`src/ctfm_pkg.sv`:
```
`default_nettype none

package ctfm_pkg;

    localparam int NUM_BANKS        = 8;
    localparam int SENSORS_PER_BANK = 32;
    localparam int TOTAL_SENSORS    = NUM_BANKS * SENSORS_PER_BANK;
    localparam int IDX_W            = (TOTAL_SENSORS > 1) ? $clog2(TOTAL_SENSORS) : 1;

    localparam int BANK_W   = 3;
    localparam int SENSOR_W = 5;
    localparam int TEMP_W   = 12;
    localparam int LIMIT_W  = 11;
    localparam int LEVEL_W  = 8;
    localparam int TOTAL_W  = 9;
    localparam int CFG_W    = 11;
    localparam int IN_W     = 24;
    localparam int OUT_W    = 24;

    // coverage test: valid * 5 < total sensors, i.e. below one fifth
    localparam int COVER_W  = 12;
    localparam logic [COVER_W-1:0] COVER_LIMIT = COVER_W'(TOTAL_SENSORS);

    localparam logic signed [TEMP_W-1:0] INVALID_TEMP = -12;
    localparam logic [LEVEL_W-1:0] LEVEL_MAX = '1;
    localparam logic [TOTAL_W-1:0] TOTAL_MAX = '1;

    localparam logic [LIMIT_W-1:0] MAX_TEMP_RESET    = 11'd600;
    localparam logic [LIMIT_W-1:0] MIN_TEMP_RESET    = 11'd0;
    localparam logic [LEVEL_W-1:0] FAULT_COUNT_RESET = 8'd10;

    typedef enum logic [1:0] {
        CFG_MAX_TEMP    = 2'd0,
        CFG_MIN_TEMP    = 2'd1,
        CFG_FAULT_COUNT = 2'd2
    } cfg_reg_t;

endpackage

`default_nettype wire

```
`src/cell_temperature_fault_monitor.sv`:
```
// cell temperature fault monitor
//
// input stream (s_*): one temperature reading per word, bank and sensor
// address plus signed deci-degree value; s_tlast marks the last reading
// of a scan. a reading of -12 is the invalid marker and is not counted.
// output stream (m_*): one result word per reading, in order.
// config port: cfg_we / cfg_index / cfg_data write max limit, min limit
// and fault count; write only while no reading is in flight.
//
// pipeline: a reading is registered in the compute stage on accept, then
// its result in the output register. throughput: one word per cycle while m_tready is high;
// the per-sensor counter table is a single-port-read,
// single-port-write ram doing one read-modify-write per word, with
// forwarding from the write-back stage to the following read.
// reset (aresetn low, synchronous): limits return to 600 / 0 / 10, the
// scan count clears and every table entry reads as zero through per-entry
// valid flags, so no clearing pass is needed.
// when m_tready is low the result is held, the compute stage fills and
// then s_tready drops; nothing is lost or repeated.
`default_nettype none

module cell_temperature_fault_monitor
    import ctfm_pkg::*;
(
    input  wire                 aclk,
    input  wire                 aresetn,

    input  wire                 s_tvalid,
    output logic                s_tready,
    // [2:0] bank_index, [7:3] sensor_index, [19:8] temp_dc, [23:20] zero
    input  wire  [IN_W-1:0]     s_tdata,
    input  wire                 s_tlast,

    output logic                m_tvalid,
    input  wire                 m_tready,
    // [0] reading_valid, [1] out_of_window, [9:2] violation_level,
    // [10] temp_fault, [11] coverage_fault, [20:12] valid_total, [23:21] zero
    output logic [OUT_W-1:0]    m_tdata,

    input  wire                 cfg_we,
    input  wire  [1:0]          cfg_index,
    input  wire  [CFG_W-1:0]    cfg_data
);

    // configuration registers
    logic [LIMIT_W-1:0] max_temp_reg;
    logic [LIMIT_W-1:0] min_temp_reg;
    logic [LEVEL_W-1:0] fault_count_reg;

    always_ff @(posedge aclk) begin
        if (!aresetn) begin
            max_temp_reg    <= MAX_TEMP_RESET;
            min_temp_reg    <= MIN_TEMP_RESET;
            fault_count_reg <= FAULT_COUNT_RESET;
        end else if (cfg_we) begin
            case (cfg_reg_t'(cfg_index))
                CFG_MAX_TEMP:    max_temp_reg    <= cfg_data[LIMIT_W-1:0];
                CFG_MIN_TEMP:    min_temp_reg    <= cfg_data[LIMIT_W-1:0];
                CFG_FAULT_COUNT: fault_count_reg <= cfg_data[LEVEL_W-1:0];
                default: ;
            endcase
        end
    end

    // input decode
    logic [BANK_W-1:0]        in_bank;
    logic [SENSOR_W-1:0]      in_sensor;
    logic signed [TEMP_W-1:0] in_temp;
    logic                     in_range;
    logic [IDX_W-1:0]         in_idx;
    logic                     s_accept;

    assign in_bank   = s_tdata[BANK_W-1:0];
    assign in_sensor = s_tdata[BANK_W+SENSOR_W-1:BANK_W];
    assign in_temp   = s_tdata[BANK_W+SENSOR_W+TEMP_W-1:BANK_W+SENSOR_W];
    assign in_range  = (int'(in_bank) < NUM_BANKS) && (int'(in_sensor) < SENSORS_PER_BANK);
    assign in_idx    = in_range
                     ? IDX_W'(int'(in_bank) * SENSORS_PER_BANK + int'(in_sensor))
                     : '0;
    assign s_accept  = s_tvalid && s_tready;

    // compute stage registers
    logic                     s1_valid_reg;
    logic [IDX_W-1:0]         s1_idx_reg;
    logic                     s1_range_reg;
    logic signed [TEMP_W-1:0] s1_temp_reg;
    logic                     s1_last_reg;
    logic                     fwd_hit_reg;
    logic [LEVEL_W-1:0]       fwd_data_reg;

    // output register
    logic                     m_valid_reg;
    logic [OUT_W-1:0]         m_data_reg;

    logic                     s1_advance;
    assign s1_advance = !m_valid_reg || m_tready;
    assign s_tready   = !s1_valid_reg || s1_advance;

    // counter table with per-entry valid flags for the reset value
    logic [LEVEL_W-1:0]       count_mem [TOTAL_SENSORS];
    logic [TOTAL_SENSORS-1:0] entry_valid_reg;
    logic [LEVEL_W-1:0]       mem_q_reg;
    logic                     entry_q_reg;

    logic                     wr_en;
    logic [LEVEL_W-1:0]       wr_data;

    always_ff @(posedge aclk) begin
        if (wr_en) begin
            count_mem[s1_idx_reg] <= wr_data;
        end
        if (s_accept) begin
            mem_q_reg <= count_mem[in_idx];
        end
    end

    always_ff @(posedge aclk) begin
        if (!aresetn) begin
            entry_valid_reg <= '0;
            entry_q_reg     <= 1'b0;
        end else begin
            if (wr_en) begin
                entry_valid_reg[s1_idx_reg] <= 1'b1;
            end
            if (s_accept) begin
                entry_q_reg <= entry_valid_reg[in_idx];
            end
        end
    end

    // stage 0 -> stage 1, with forwarding from the write-back going out now
    always_ff @(posedge aclk) begin
        if (!aresetn) begin
            s1_valid_reg <= 1'b0;
            fwd_hit_reg  <= 1'b0;
        end else begin
            if (s_accept) begin
                s1_valid_reg <= 1'b1;
                fwd_hit_reg  <= wr_en && (s1_idx_reg == in_idx);
            end else if (s1_advance) begin
                s1_valid_reg <= 1'b0;
            end
        end
    end

    always_ff @(posedge aclk) begin
        if (s_accept) begin
            s1_idx_reg   <= in_idx;
            s1_range_reg <= in_range;
            s1_temp_reg  <= in_temp;
            s1_last_reg  <= s_tlast;
            fwd_data_reg <= wr_data;
        end
    end

    // compute
    logic                       rd_valid;
    logic                       rd_oow;
    logic [LEVEL_W-1:0]         stored_level;
    logic [LEVEL_W-1:0]         level_next;
    logic [LEVEL_W-1:0]         level_out;
    logic                       rd_tfault;
    logic                       rd_cfault;
    logic signed [TEMP_W:0]     temp_ext;
    logic signed [TEMP_W:0]     max_ext;
    logic signed [TEMP_W:0]     min_ext;
    logic [TOTAL_W-1:0]         scan_count_reg;
    logic [TOTAL_W-1:0]         scan_count_next;
    logic [TOTAL_W-1:0]         total;
    logic [COVER_W-1:0]         total_x5;

    assign temp_ext = {s1_temp_reg[TEMP_W-1], s1_temp_reg};
    assign max_ext  = signed'({{(TEMP_W+1-LIMIT_W){1'b0}}, max_temp_reg});
    assign min_ext  = signed'({{(TEMP_W+1-LIMIT_W){1'b0}}, min_temp_reg});

    always_comb begin
        rd_valid     = s1_temp_reg != INVALID_TEMP;
        rd_oow       = rd_valid && ((temp_ext > max_ext) || (temp_ext < min_ext));
        stored_level = fwd_hit_reg ? fwd_data_reg : (entry_q_reg ? mem_q_reg : '0);
        level_next   = stored_level;
        rd_tfault    = 1'b0;
        if (rd_oow) begin
            if (stored_level != LEVEL_MAX) begin
                level_next = stored_level + LEVEL_W'(1);
                rd_tfault  = level_next == fault_count_reg;
            end
        end else begin
            level_next = '0;
        end
        if (!rd_valid) begin
            level_next = stored_level;
            rd_tfault  = 1'b0;
        end
        if (!s1_range_reg) begin
            rd_tfault = 1'b0;
        end
        level_out = s1_range_reg ? level_next : '0;

        // scan coverage, count saturates
        total = (rd_valid && scan_count_reg != TOTAL_MAX)
              ? scan_count_reg + TOTAL_W'(1) : scan_count_reg;
        total_x5  = (COVER_W'(total) << 2) + COVER_W'(total);
        rd_cfault = s1_last_reg && (total_x5 < COVER_LIMIT);
        scan_count_next = s1_last_reg ? '0 : total;
    end

    assign wr_en   = s1_valid_reg && s1_advance && rd_valid && s1_range_reg;
    assign wr_data = level_next;

    always_ff @(posedge aclk) begin
        if (!aresetn) begin
            scan_count_reg <= '0;
            m_valid_reg    <= 1'b0;
        end else begin
            if (s1_valid_reg && s1_advance) begin
                scan_count_reg <= scan_count_next;
                m_valid_reg    <= 1'b1;
            end else if (m_tready) begin
                m_valid_reg    <= 1'b0;
            end
        end
    end

    always_ff @(posedge aclk) begin
        if (s1_valid_reg && s1_advance) begin
            m_data_reg <= {3'b000, total, rd_cfault, rd_tfault, level_out, rd_oow, rd_valid};
        end
    end

    assign m_tvalid = m_valid_reg;
    assign m_tdata  = m_data_reg;

`ifndef SYNTH
    // an empty output register never blocks the input side
    assert property (@(posedge aclk) disable iff (!aresetn)
        !m_valid_reg |-> s_tready)
        else $error("input stalled with empty output register");

    // a write-back to the entry being read must be forwarded
    assert property (@(posedge aclk) disable iff (!aresetn)
        (s_accept && wr_en && (s1_idx_reg == in_idx)) |=> fwd_hit_reg)
        else $error("missed forwarding on same-entry access");

    // a temperature fault only comes from a valid out-of-window reading
    assert property (@(posedge aclk) disable iff (!aresetn)
        (m_tvalid && m_tdata[10]) |-> (m_tdata[1] && m_tdata[0]))
        else $error("temp fault without out-of-window reading");

    // invalid readings are never out of window
    assert property (@(posedge aclk) disable iff (!aresetn)
        (m_tvalid && !m_tdata[0]) |-> !m_tdata[1])
        else $error("invalid reading flagged out of window");

    // the table is only written when a result moves to the output
    assert property (@(posedge aclk) disable iff (!aresetn)
        wr_en |=> m_valid_reg)
        else $error("table write without result");
`endif

endmodule

`default_nettype wire
```
`config.mk`:
```
export PLATFORM = sky130hd
export DESIGN_NAME = cell_temperature_fault_monitor
export DESIGN_NICKNAME = d
export VERILOG_FILES = /design/src/ctfm_pkg.sv /design/src/cell_temperature_fault_monitor.sv
export SDC_FILE = /design/constraint.sdc
export NUM_CORES = 2
export LEC_CHECK = 0
export BUFFER_PORTS_ARGS = -buffer_cell sky130_fd_sc_hd__buf_2
export CORE_ASPECT_RATIO = 1.75
export CORE_MARGIN = 3
export CORE_UTILIZATION = 48
export CTS_CLUSTER_DIAMETER = 120
export DETAILED_ROUTE_END_ITERATION = 8
export PLACE_DENSITY = 0.75
export SETUP_SLACK_MARGIN = 0.15
export SLEW_MARGIN = 10
export SYNTH_ARGS = -nofsm -noshare
export SYNTH_HDL_FRONTEND = slang
export SYNTH_SLANG_ARGS = --single-unit
export TNS_END_PERCENT = 50
```
`constraint.sdc`:
```
create_clock -name aclk -period 14.2 [get_ports aclk]
set_input_delay 2.84 -clock aclk [delete_from_list [all_inputs] [get_ports aclk]]
set_output_delay 2.84 -clock aclk [all_outputs]
set_load 0.05 [all_outputs]
```
==> flow_metrics.py <==
metrics = {
    "die": {
        "core-area_um2": 192700,
        "dieArea_um2": 199600,
        "start_util_pct": 48.34,
        "num_rows": 213,
        "die_w_um": 339.0,
        "dieHeight_um": 588.7,
        "io_pins": 69,
    },
    "pwr": {
        "peakVddDrop_uv": 96.00,
        "p_per_area_nw_per_um2": 133.6,
        "finalPower_uw": 13680,
        "p_leak_uw": 0.03218,
    },
    "synthesis": {
        "synth_cells": 4393,
        "synth_top_area_share_pct": 67.90,
        "synthArstFlopShare_pct": 0,
        "yosys_warnings": 0,
        "syn_area_per_cell_um2": 21.20,
        "synth.area.top_cells": "edfxtp_1, mux4_2, dfxtp_1",
        "ys.flop_type": "edfxtp_1",
        "synth.ff_latch_count": 2405,
        "synth.yosys.seq_area_share_pct": 74.33,
        "yosys.area.top_type": "edfxtp_1",
        "yosys.cell_types.count": 63,
        "synth_area_um2": 93140,
        "synth-edff-count": 2106,
    },
    "clock_network": {
        "clk_pin_slew_ps": 60,
        "cts_tree": "yes",
        "cts_made_buffers": 192,
        "cts_resized": 0,
        "clk_path_buf_depth": 4,
        "insertion_delay_ps": 830,
        "ctsHoldBuffers": 0,
        "h-tree-depth": 4,
        "cts-root-buf": "clkbuf_16",
        "clkSinkCount": 2405,
        "post-cts-setup-buffers": 0,
    },
    "layout": {
        "final_nets": 4516,
        "synthToLayoutAreaGrowth_pct": 9.945,
        "drive_above_1_share_pct": 25.65,
        "instances_no_fill": 7178,
        "largest_reg_flops": 2048,
        "nFillCells": 14190,
        "fin_util_pct": 53.14,
        "fin_area_um2": 102400,
        "most-common-layout-cells": "edfxtp_1, mux4_2, dfxtp_1",
        "final_common_cell": "edfxtp_1",
    },
    "routing": {
        "vias_per_cell": 6.063,
        "top_layer": "met5",
        "wirelength_um": 206100,
        "drt.antenna.violating_nets": 0,
        "route.met2.wl_um": 113000,
        "met3WireLength_um": 11830,
        "firstDrtPassIters": 5,
        "wl_met1_um": 69950,
        "drc": 0,
        "wire_per_inst_um": 28.71,
        "via_count": 43520,
        "drt_first_iter_violations": 4595,
    },
    "setup_path": {
        "start_kind": "input pin",
        "cp_top_family": "buffers and inverters",
        "path_cells": "buf_8 > buf_12 > buf_4 > mux4_2 > mux4_2 > mux4_2 > a22oi_1 > nand2_1",
        "required_ps": 14720,
        "cp.buffers_inverters": 3,
        "path_common_cell": "mux4_2",
        "path_max_fanout": 146,
        "crit_slowest_cell": "buf_4",
        "crit_type": "input pin to flop",
        "cp.arrival_ps": 7530,
        "max_stage_delay_ps": 820,
        "cp-end-kind": "flop",
    },
    "global_route": {
        "grt_pass1_wl_um": 308300,
        "overflow": 0,
        "grt_max_degree": 223,
        "gr-usage-all-layers_pct": 20.73,
        "antenna_found_initial": 7,
        "grt_pass1_vias": 45950,
    },
    "timing": {
        "setup_viol": 0,
        "rsz0062_at_grt": "false",
        "finalCritPeriodShare_pct": 49.37,
        "holdWs_ps": 464.2,
        "final_max_slew_viol_count": 0,
        "finalHoldViolations": 0,
        "max_slew_margin_pct": 8.307,
        "tightestPinTransition_ps": 1372,
        "fin_crit_ps": 7010,
        "max_freq_mhz": 142.7,
        "fin_skew_ps": 36.65,
    },
    "placement": {
        "dpl-instance-area_um2": 96240,
        "gp_congestion": 0.8632,
        "dp_hpwl_um": 125100,
        "port_buffers": 61,
        "dp.cells": 6833,
    },
    "status": {
        "status": "finished, final reports clean",
    },
    "run": {
        "drv_cap": 0,
    },
    "worst_hold_path": {
        "hp-class": "flop to flop",
    },
}
==> layer usage <==
layer  global-route usage [%]  vias up
li1                         -    18200
met1                    24.40    23160
met2                    37.84     1733
met3                    2.271      425
met4                    10.13        8
met5                        0        -
==> cell usage after synthesis, types with 26 or more instances <==
library cell  number
a22oi_1           30
buf_2             61
clkbuf_1         172
dfxtp_1          299
edfxtp_1        2106
ha_1              26
inv_1             30
mux4_2           752
nand2_1           95
nor2_1           279
nor2b_1           31
o21a_1           261
==> cell type report <==
type	count	area, um^2	share of cell area [%]
sequential	2405	69230	67.60
antenna	1	2.502	0.002444
timing repair buffer	123	904.6	0.8834
multi-input combinational	1694	22760	22.23
tap	2580	3228	3.152
clock inverter	85	809.5	0.7905
clock buffer	259	5351	5.226
inverter	31	116.4	0.1136
==> power breakdown <==
| group | leakage (uW) | total (uW) | switching (uW) | internal (uW) |
|---|---|---|---|---|
| Clock | 0.00301 | 5320 | 2420 | 2910 |
| Sequential | 0.0219 | 7700 | 11.1 | 7680 |
| Combinational | 0.00730 | 665 | 407 | 258 |
==> final timing paths <==
kind	slack, ps	to	start	cells after the start
max	7190	mem_q_reg[5]$_DFFE_PP_	s_tdata[4]	8
min	460	entry_valid_reg[85]$_SDFFE_PN0P_	entry_valid_reg[85]$_SDFFE_PN0P_	1
max reg2reg	8800	count_mem[155][5]$_DFFE_PP_	fwd_hit_reg$_SDFFE_PN0P_	11
min reg2reg	460	entry_valid_reg[85]$_SDFFE_PN0P_	entry_valid_reg[85]$_SDFFE_PN0P_	1
==> cell families after synthesis <==
| kind of cell | share of synthesized area [%] |
|---|---|
| flops | 74.33 |
| mux | 18.45 |
| simple gates | 2.213 |
| compound gates | 3.051 |
| buf+inv | 1.345 |
| xor+xnor | 0.2633 |
| fa+ha+maj | 0.3493 |
| other cells | 0.004026 |
==> worst register-to-register path, cell delays in order, from the launching register on <==
cell	delay, ps
dfxtp_1	430
nor2b_1	570
a22oi_1	240
inv_1	250
ha_1	270
nand3_1	150
or3_1	450
nor3_2	450
nor3b_1	100
o21ai_0	170
a21boi_4	930
buf_12	720
==> metrics by stage <==
step,TNS (ps),setup slack (ps)
floorplan,-32820,-127.2
global placement,0,6223
detailed placement,0,6222
CTS,0,7117
global route,0,6874
finish,0,7190
(Power assumes the default switching activity.)
